## src/design/bcne_pkg.sv

```systemverilog
// Shared types and codes for the block comment name extractor.
// Used by bcne_decode, bcne_out_fifo and block_comment_name_extractor.
`timescale 1ns / 1ps
package bcne_pkg;

    localparam int StateW = 3;

    localparam logic [StateW-1:0] ST_OUTSIDE = 3'd0;
    localparam logic [StateW-1:0] ST_SLASH   = 3'd1;
    localparam logic [StateW-1:0] ST_INSIDE  = 3'd2;
    localparam logic [StateW-1:0] ST_STAR    = 3'd3;
    localparam logic [StateW-1:0] ST_NAME    = 3'd4;

    localparam logic [1:0] K_CONTENT = 2'd0;
    localparam logic [1:0] K_NAME    = 2'd1;
    localparam logic [1:0] K_COMMIT  = 2'd2;
    localparam logic [1:0] K_DISCARD = 2'd3;

    localparam logic [7:0] CH_NEWLINE   = 8'd10;
    localparam logic [7:0] CH_TAB       = 8'd9;
    localparam logic [7:0] CH_CR        = 8'd13;
    localparam logic [7:0] CH_SPACE     = 8'd32;
    localparam logic [7:0] CH_QUOTE     = 8'd34;
    localparam logic [7:0] CH_APOS      = 8'd39;
    localparam logic [7:0] CH_STAR      = 8'd42;
    localparam logic [7:0] CH_SLASH     = 8'd47;
    localparam logic [7:0] CH_EQUALS    = 8'd61;
    localparam logic [7:0] CH_BACKSLASH = 8'd92;
    localparam logic [7:0] CH_LOWER_N   = 8'd110;
    localparam logic [7:0] CH_MAX_ASCII = 8'd127;

    typedef struct packed {
        logic [1:0] kind;
        logic [6:0] data;
        logic       first_entry;
        logic       last;
    } result_t;

    // Results produced by one byte: count is 0, 1 or 2
    typedef struct packed {
        logic [1:0] count;
        result_t    r0;
        result_t    r1;
    } push_t;

    typedef struct packed {
        logic [StateW-1:0] state_next;
        logic              seen_next;
        push_t             push;
    } decode_t;

endpackage

```

## src/design/bcne_decode.sv

```systemverilog
// Per-byte parser step: next parse state, entry-seen flag and the beats to emit.
// Depends on bcne_pkg.
`timescale 1ns / 1ps
module bcne_decode (
    input  logic [bcne_pkg::StateW-1:0] state,
    input  logic                        entry_seen,
    input  logic [7:0]                  text_byte,
    output bcne_pkg::decode_t           dec
);
    import bcne_pkg::*;

    logic is_letter;
    logic is_blank;
    logic is_ascii;

    assign is_letter = (text_byte >= 8'd65 && text_byte <= 8'd90)
                    || (text_byte >= 8'd97 && text_byte <= 8'd122);
    assign is_blank  = (text_byte == CH_SPACE)
                    || (text_byte >= CH_TAB && text_byte <= CH_CR);
    assign is_ascii  = (text_byte >= CH_NEWLINE && text_byte <= CH_MAX_ASCII);

    always_comb
    begin
        dec.state_next = state;
        dec.seen_next  = entry_seen;
        dec.push.count = 2'd0;
        dec.push.r0    = '0;
        dec.push.r1    = '0;
        unique case (state)
            ST_SLASH:
            begin
                dec.state_next = (text_byte == CH_STAR) ? ST_INSIDE : ST_OUTSIDE;
            end
            ST_INSIDE:
            begin
                priority if (text_byte == CH_STAR)
                begin
                    dec.state_next = ST_STAR;
                end
                else if (text_byte == CH_NEWLINE)
                begin
                    dec.push.count   = 2'd2;
                    dec.push.r0.kind = K_CONTENT;
                    dec.push.r0.data = CH_BACKSLASH[6:0];
                    dec.push.r1.kind = K_CONTENT;
                    dec.push.r1.data = CH_LOWER_N[6:0];
                    dec.push.r1.last = 1'b1;
                end
                else if (text_byte == CH_QUOTE || text_byte == CH_BACKSLASH)
                begin
                    dec.push.count   = 2'd2;
                    dec.push.r0.kind = K_CONTENT;
                    dec.push.r0.data = CH_BACKSLASH[6:0];
                    dec.push.r1.kind = K_CONTENT;
                    dec.push.r1.data = text_byte[6:0];
                    dec.push.r1.last = 1'b1;
                end
                else if (is_ascii)
                begin
                    dec.push.count   = 2'd1;
                    dec.push.r0.kind = K_CONTENT;
                    dec.push.r0.data = text_byte[6:0];
                    dec.push.r0.last = 1'b1;
                end
                else
                begin
                    dec.push.count = 2'd0;
                end
            end
            ST_STAR:
            begin
                dec.state_next = (text_byte == CH_SLASH) ? ST_NAME : ST_INSIDE;
            end
            ST_NAME:
            begin
                priority if (is_blank)
                begin
                    dec.push.count = 2'd0;
                end
                else if (text_byte == CH_EQUALS)
                begin
                    dec.push.count          = 2'd1;
                    dec.push.r0.kind        = K_COMMIT;
                    dec.push.r0.first_entry = ~entry_seen;
                    dec.push.r0.last        = 1'b1;
                    dec.seen_next           = 1'b1;
                    dec.state_next          = ST_OUTSIDE;
                end
                else if (is_letter || text_byte == CH_APOS)
                begin
                    dec.push.count   = 2'd1;
                    dec.push.r0.kind = K_NAME;
                    dec.push.r0.data = text_byte[6:0];
                    dec.push.r0.last = 1'b1;
                end
                else
                begin
                    // drop the pending name; comment content stays with consumer
                    dec.push.count   = 2'd1;
                    dec.push.r0.kind = K_DISCARD;
                    dec.push.r0.last = 1'b1;
                    dec.state_next   = ST_OUTSIDE;
                end
            end
            default:
            begin
                // outside, and the unused codes behave the same
                dec.state_next = (text_byte == CH_SLASH) ? ST_SLASH : ST_OUTSIDE;
            end
        endcase
    end

endmodule

```

## src/design/bcne_out_fifo.sv

```systemverilog
// Two-entry result queue that drives the output stream.
// Depends on bcne_pkg.
`timescale 1ns / 1ps
module bcne_out_fifo (
    input  logic              clk,
    input  logic              rst_n,
    input  bcne_pkg::push_t   push,
    output logic [1:0]        free_slots,
    output logic              out_valid,
    input  logic              out_ready,
    output bcne_pkg::result_t out_beat
);
    import bcne_pkg::*;

    result_t    slot_reg [2];
    result_t    slot_next [2];
    logic [1:0] count_reg;
    logic [1:0] count_next;
    logic [1:0] count_ap;
    logic       pop;

    assign pop        = out_valid && out_ready;
    assign out_valid  = (count_reg != 2'd0);
    assign out_beat   = slot_reg[0];
    assign free_slots = 2'd2 - count_reg;

    always_comb
    begin
        count_ap     = count_reg - {1'b0, pop};
        slot_next[0] = pop ? slot_reg[1] : slot_reg[0];
        slot_next[1] = slot_reg[1];
        // append after the pop; a two-beat push only arrives into an empty queue
        if (push.count != 2'd0)
        begin
            if (count_ap[0])
            begin
                slot_next[1] = push.r0;
            end
            else
            begin
                slot_next[0] = push.r0;
            end
        end
        if (push.count == 2'd2)
        begin
            slot_next[1] = push.r1;
        end
        count_next = count_ap + push.count;
    end

    always_ff @(posedge clk or negedge rst_n)
    begin
        if (!rst_n)
        begin
            count_reg <= 2'd0;
        end
        else
        begin
            count_reg <= count_next;
        end
    end

    always_ff @(posedge clk)
    begin
        slot_reg[0] <= slot_next[0];
        slot_reg[1] <= slot_next[1];
    end

endmodule

```

## src/design/block_comment_name_extractor.sv

```systemverilog
// Block comment name extractor: byte stream in, content/name/commit beats out.
// Path: input byte register, decode, then the output queue registers.
// Throughput: one byte per cycle while each byte gives at most one beat and the
// output is ready; an escaped byte gives two beats and holds the input until
// the queue is empty.
// Reset: rst_n (async, active low) clears parse state, entry flag and queues.
// Depends on bcne_pkg, bcne_decode and bcne_out_fifo.
`timescale 1ns / 1ps
module block_comment_name_extractor (
    input  logic       clk,
    input  logic       rst_n,
    input  logic       s_axis_tvalid,
    output logic       s_axis_tready,
    input  logic [7:0] s_axis_tdata,   // [7:0] text_byte
    output logic       m_axis_tvalid,
    input  logic       m_axis_tready,
    output logic [7:0] m_axis_tdata,   // [6:0] data, [7] first_entry
    output logic [1:0] m_axis_tuser,   // [1:0] kind
    output logic       m_axis_tlast
);
    import bcne_pkg::*;

    logic              in_valid_reg;
    logic              in_valid_next;
    logic [7:0]        in_byte_reg;
    logic [StateW-1:0] parse_state_reg;
    logic              entry_seen_reg;
    decode_t           dec;
    push_t             push;
    logic [1:0]        free_slots;
    logic              fire;
    result_t           out_beat;

    bcne_decode u_decode (
        .state      (parse_state_reg),
        .entry_seen (entry_seen_reg),
        .text_byte  (in_byte_reg),
        .dec        (dec)
    );

    // advance the held byte only when the queue has room for all its beats
    assign fire          = in_valid_reg && (free_slots >= dec.push.count);
    assign s_axis_tready = !in_valid_reg || fire;
    assign in_valid_next = s_axis_tvalid || (in_valid_reg && !fire);

    always_comb
    begin
        push       = dec.push;
        push.count = fire ? dec.push.count : 2'd0;
    end

    bcne_out_fifo u_out_fifo (
        .clk        (clk),
        .rst_n      (rst_n),
        .push       (push),
        .free_slots (free_slots),
        .out_valid  (m_axis_tvalid),
        .out_ready  (m_axis_tready),
        .out_beat   (out_beat)
    );

    assign m_axis_tdata = {out_beat.first_entry, out_beat.data};
    assign m_axis_tuser = out_beat.kind;
    assign m_axis_tlast = out_beat.last;

    always_ff @(posedge clk or negedge rst_n)
    begin
        if (!rst_n)
        begin
            in_valid_reg    <= 1'b0;
            parse_state_reg <= ST_OUTSIDE;
            entry_seen_reg  <= 1'b0;
        end
        else
        begin
            in_valid_reg <= in_valid_next;
            if (fire)
            begin
                parse_state_reg <= dec.state_next;
                entry_seen_reg  <= dec.seen_next;
            end
        end
    end

    always_ff @(posedge clk)
    begin
        if (s_axis_tvalid && s_axis_tready)
        begin
            in_byte_reg <= s_axis_tdata;
        end
    end

endmodule
```

## config.mk

```make
export PLATFORM = sky130hd
export DESIGN_NAME = block_comment_name_extractor
export DESIGN_NICKNAME = d
export VERILOG_FILES = /design/src/design/bcne_pkg.sv /design/src/design/bcne_decode.sv /design/src/design/bcne_out_fifo.sv /design/src/design/block_comment_name_extractor.sv
export SDC_FILE = /design/constraint.sdc
export NUM_CORES = 1
export LEC_CHECK = 0
export BUFFER_PORTS_ARGS = -buffer_cell sky130_fd_sc_hd__buf_2
export CAP_MARGIN = 20
export CORE_UTILIZATION = 23
export DETAILED_ROUTE_END_ITERATION = 10
export HOLD_SLACK_MARGIN = 0.03
export PLACE_DENSITY = 0.34
export SLEW_MARGIN = 20
export SYNTH_ARGS = -nofsm -noshare
export SYNTH_HDL_FRONTEND = slang
export SYNTH_SLANG_ARGS = --single-unit
```

## constraint.sdc

```tcl
create_clock -name clk -period 5.4 [get_ports clk]
set_input_delay 1.62 -clock clk [delete_from_list [all_inputs] [get_ports clk]]
set_output_delay 1.62 -clock clk [all_outputs]
set_load 0.05 [all_outputs]
```

# == After elaboration in Yosys (flattened, before gate mapping) ==
# Memories as Yosys holds them, arrays and structs flattened.
# Cells that the tools add are included.
# op_classes
eq_ne,16
bitwise_logic,2
mux,41
reduce_logical,20
n_lt_le_gt_ge,9
n_addsub,3
# op_table
cell,count
$mux W11,8
$eq A8 B6 Y1 const B,6
$mux W7,4
$le A8 B7 Y1 const B,3
$mux W22,1
$pmux W11 S2,1
$mux W9,2
$ge A8 B4 Y1 const B,2
$ge A8 B7 Y1 const B,2
$mux W1,12
$mux W3,4
$pmux W3 S4,1
$mux W10,1
$eq A8 B4 Y1 const B,1
$eq A8 B7 Y1 const B,1
$le A8 B4 Y1 const B,1
$logic_and A1 B1 Y1,8
$mux W2,4
$mux W4,2
$reduce_and A4 Y1,2
$eq A3 B2 Y1 const B,2
$logic_or A1 B1 Y1,6
$reduce_bool A2 Y1,2
$eq A3 B1 Y1 const B,1
12 further kinds,14
# word_totals
ram_bits,22
regBits,15
word_cells,97
memories,1
# memory_table
memory,words,word_bits,rd,rd_clocked_by_memory_dff,wr,line_no,source
u_out_fifo.slot_reg,2,11,2,0,2,bcne_out_fifo.sv:15,result_t slot_reg [2];

# == Depth between registers and ports, before layout ==
# depth
depth_word,14
depth_mapped,13
depth_no_buf,12

# == By module ==
# Synthesis repeated with hierarchy kept, for this count alone.
# hier_totals
hier_cells,234
hier_area_um2,2386.0
# modules_own_cells
mod,area_each_um2,n_inst,cells_each
bcne_out_fifo,1280.0,1,112
bcne_decode,594.3,1,90
block_comment_name_extractor,511.7,1,32

# == Worst setup path before layout ==
# OpenSTA, ideal clock, no wires.
# synth_timing
path_type,register to output
from,reg in_byte_reg[6]
to,out s_axis_tready
arrival_ns,3.398
t_required_ns,3.780
setup_slack_ns,0.382
path_buffers,0
path_stages_with_launch,8
cell_sequence,edfxtp_1 > or4b_1 > a2111o_1 > a21oi_1 > inv_1 > ha_1 > inv_1 > o21ai_0
# synth_via
elab_chain_len,10
elab_cells_between_ends,22
# synth_rtl
item,line_no,source
"start, declared",block_comment_name_extractor.sv:25,logic [7:0] in_byte_reg;
"start signal, assigned",block_comment_name_extractor.sv:89,in_byte_reg <= s_axis_tdata;
$ge A8 B4 Y1 / $le A8 B7 Y1 (equally long branches),bcne_decode.sv:20,assign is_ascii = (text_byte >= CH_NEWLINE && text_byte <= CH_MAX_ASCII);
$logic_and A1 B1 Y1,bcne_decode.sv:20,
$mux W1,bcne_decode.sv:58,else if (is_ascii)
$mux W11,bcne_decode.sv:49,else if (text_byte == CH_QUOTE || text_byte == CH_BACKSLASH)
$mux W11,bcne_decode.sv:40,else if (text_byte == CH_NEWLINE)
$mux W11,bcne_decode.sv:36,priority if (text_byte == CH_STAR)
$pmux W11 S2 *,bcne_decode.sv:29,unique case (state)
$ge A2 B2 Y1 *,block_comment_name_extractor.sv:42,assign fire = in_valid_reg && (free_slots >= dec.push.count);
$logic_and A1 B1 Y1 *,block_comment_name_extractor.sv:42,
$logic_or A1 B1 Y1 *,block_comment_name_extractor.sv:43,assign s_axis_tready = !in_valid_reg || fire;
"end, declared",block_comment_name_extractor.sv:13,"output logic s_axis_tready,"
# Mark *: on every way between the ends. The rest lies on a longest branch, timed or not.

# == Final worst setup path ==
# layout_timing
from,reg in_byte_reg[2]
to,out s_axis_tready
# The elaborated chain is that of the path after synthesis.

==> flow_metrics.env <==
export IMPL_status="complete, no violations"
export IMPL_ys_async_sr_fraction_pct=18.9
export IMPL_worstMarginPinSlew_ns=0.856
export IMPL_min_period_over_period_pct=91.7
export IMPL_io_pins=25
export IMPL_crit_top_cell="inv_1"
export IMPL_cp_data_required_time_ns=3.78
export IMPL_grt_ovfl_total=0
export IMPL_clk_pin_slew_ns=0.08
export IMPL_clock_latency_ns=0.29
export IMPL_place_gp_congestion=0.772
export IMPL_worstPathCellList="or4b_1 > a2111o_1 > a21oi_1 > buf_4 > inv_1 > ha_1 > inv_1 > o21ai_0 > buf_2"
export IMPL_fmax_ghz=0.202
export IMPL_synth_nets=223
export IMPL_cts_root_buf="clkbuf_8"
export IMPL_cp_max_fo=14
export IMPL_cts_buffers=5
export IMPL_initial_core_util_pct=24.1
export IMPL_synth_ff_type="edfxtp_1"
export IMPL_htree_num_levels=2
export IMPL_syn_inst=207
export IMPL_postSynthAreaPerCell_sq_um=10.4
export IMPL_drt_initial_drc_count=79
export IMPL_p_total_mw=1.09
export IMPL_ys_warn_count=0
export IMPL_grt_max_degree=15
export IMPL_setup_slack_ns=0.450
export IMPL_synth_top_cell_by_area="edfxtp_1"
export IMPL_hold_ws_ns=0.481
export IMPL_postCtsSetupRepairBufs=0
export IMPL_final_nets=238
export IMPL_peakVddDrop_v=0.000126
export IMPL_wl_microns=4930
export IMPL_setup_tns_ns=0
export IMPL_grt_pass1_vias=1522
export IMPL_endpoint_kind="primary output"
export IMPL_register_area_sq_um=936
export IMPL_hp_class="flip-flop to flip-flop"
export IMPL_slew_viol_final=0
export IMPL_arrival_ns=3.33
export IMPL_cts_buffer_depth=2
export IMPL_grt_use_total_pct=10.9
export IMPL_synth_edff_count=16
export IMPL_p_per_area_nw_per_um2=453
export IMPL_vias=1551
export IMPL_setup_violations_final=0
export IMPL_cpMaxStageDelayCell="edfxtp_1"
export IMPL_max_cap_violations=0
export IMPL_synth_area_sq_um=2140
export IMPL_vias_per_cell=4.69
export IMPL_antenna_found_initial=0
export IMPL_grt_pass1_wl_microns=8000
export IMPL_critPathLaunchType="flip-flop"
export IMPL_core_area_sq_um=8890
export IMPL_die_height_microns=98.5
export IMPL_synth_cell_types=56
export IMPL_r2r_cells=11
export IMPL_cpPeakStageDelay_ns=0.58
export IMPL_cts_resized=0
export IMPL_syn_to_final_growth_pct=12.1
export IMPL_multi_input_area_sq_um=1040
export IMPL_synth_top_area_share_pct=22.4
export IMPL_final_setup_skew_ns=0.00834
export IMPL_drc=0
export IMPL_hold_viol=0
export IMPL_slew_headroom_pct=42.8
export IMPL_dpl_cell_area_sq_um=2310
export IMPL_ant_nets=0
export IMPL_die_x_microns=98.5
export IMPL_die_area_sq_um=9710
export IMPL_fillCellCount=944
export IMPL_post_route_min_period_ns=4.95
export IMPL_place_hpwl_microns=3680
export IMPL_ys_ff_latch=37
export IMPL_rsz0062_at_grt="false"
export IMPL_ys_seq_area_share_pct=43.7
export IMPL_postLayoutCellArea_sq_um=2400
export IMPL_critPathKind="flip-flop to primary output"
export IMPL_antenna_cells=0
export IMPL_first_pass_iters=7
export IMPL_whs_path_depth=1
export IMPL_synthTopCellsByArea="edfxtp_1 (22%), dfxtp_1 (13%), mux2i_1 (8.4%)"
export IMPL_largest_reg_flops=22
export IMPL_cts_sinks=37
export IMPL_rows=34
export IMPL_p_leak_nw=0.993
export IMPL_ctsHoldBuffers=0
export IMPL_wl_per_cell_microns=14.9
export IMPL_drive_above_1_share_pct=22.9
export IMPL_place_ws_ns=0.788
export IMPL_tritoncts="done"
export IMPL_numPortBuffers=24
## final timing paths
check | startpoint | endpoint | slack, ns
setup / recovery | in_byte_reg[2] | s_axis_tready | 0.45
hold / removal | entry_seen_reg | entry_seen_reg | 0.48
hold reg to reg | entry_seen_reg | entry_seen_reg | 0.48
max in group asynchronous | rst_n | in_valid_reg | 4.09
setup reg to reg | in_byte_reg[2] | u_out_fifo.slot_reg[0][1] | 1.46
min in group asynchronous | rst_n | u_out_fifo.count_reg[1] | 1.14
## critical path, delay by kind of cell, from the launching register on
kind                       cells  cell delay [ns]
buffers and inverters          4             0.61
DFF                            1             0.58
adders and majority gates      1             0.31
and+or+nand+nor                1             0.56
AOI/OAI and AO/OA              3             0.98
## synth_stat cells, types with 2 or more instances
| cell type | number |
|---|---|
| inv_1 | 11 |
| buf_4 | 10 |
| xnor2_1 | 2 |
| mux2i_1 | 18 |
| o31ai_1 | 2 |
| nand2b_1 | 3 |
| nand4b_1 | 2 |
| edfxtp_1 | 16 |
| a21oi_1 | 7 |
| buf_2 | 2 |
| nand4_1 | 2 |
| a21o_1 | 5 |
| and3_1 | 3 |
| and2_1 | 3 |
| mux2_4 | 3 |
| nor2_1 | 13 |
| mux2_2 | 4 |
| nor3_1 | 5 |
| nor3b_1 | 4 |
| a211oi_2 | 2 |
| and4b_1 | 2 |
| clkbuf_1 | 7 |
| nor2b_1 | 4 |
| o32ai_1 | 2 |
| dfxtp_1 | 14 |
| nand2_1 | 11 |
| dfrtp_1 | 7 |
| ha_1 | 4 |
| o21a_1 | 2 |
| o21ai_0 | 11 |
## report_power, final
group          internal, mW  switching, mW
Sequential            0.354         0.0607
Clock                 0.104          0.110
Combinational         0.148          0.313
Total                 0.605          0.483
## cell families (layout without fill, tap and decap cells)
logic type / Yosys count / in the layout / share of synthesized area [%]
compound gates: 49 / 49 / 17.4
xor+xnor: 3 / 3 / 1.23
fa+ha+maj: 4 / 4 / 2.34
buf+inv: 31 / 47 / 7.65
flops: 37 / 37 / 43.7
mux: 25 / 25 / 12.6
simple gates: 58 / 58 / 15.1
## routing by layer
layer | routed length (microns) | track usage [%]
met5 | 0 | 0
met1 | 2500 | 14.8
met2 | 2190 | 16.9
met3 | 169 | 2.70
met4 | 70 | 3.79
## layout make-up
class / instances / share of cell area, %
Multi-Input combinational cell: 139 / 43.4
Sequential cell: 37 / 39.0
Timing Repair Buffer: 28 / 6.25
Tap cell: 108 / 5.63
Clock buffer: 6 / 3.44
Inverter: 11 / 1.72
Clock inverter: 2 / 0.573
## placed cells by master, fill, tap and decap left out, drive strengths merged, types with 2 or more instances in the layout
cell,instances
ha,4
dfrtp,7
mux2,7
a211oi,3
nand4,2
nor3b,4
and4b,2
and2,3
nand4b,2
nor2,13
o21a,2
a21oi,8
buf,28
nand3b,2
dfxtp,14
clkbuf,6
nor3,5
o21ai,13
a21o,5
o31ai,2
xnor2,2
nand2,11
inv,11
o32ai,2
nor2b,4
mux2i,18
nand2b,3
edfxtp,16
and3,3
clkinv,2
## metrics by stage
step	utilization [%]	instances
2_1_floorplan	-	207
3_3_place_gp	25.9	323
3_5_place_dp	25.9	323
4_1_cts	27.0	331
5_1_grt	27.0	331
6_report	27.0	331
(Power assumes the default switching activity.)
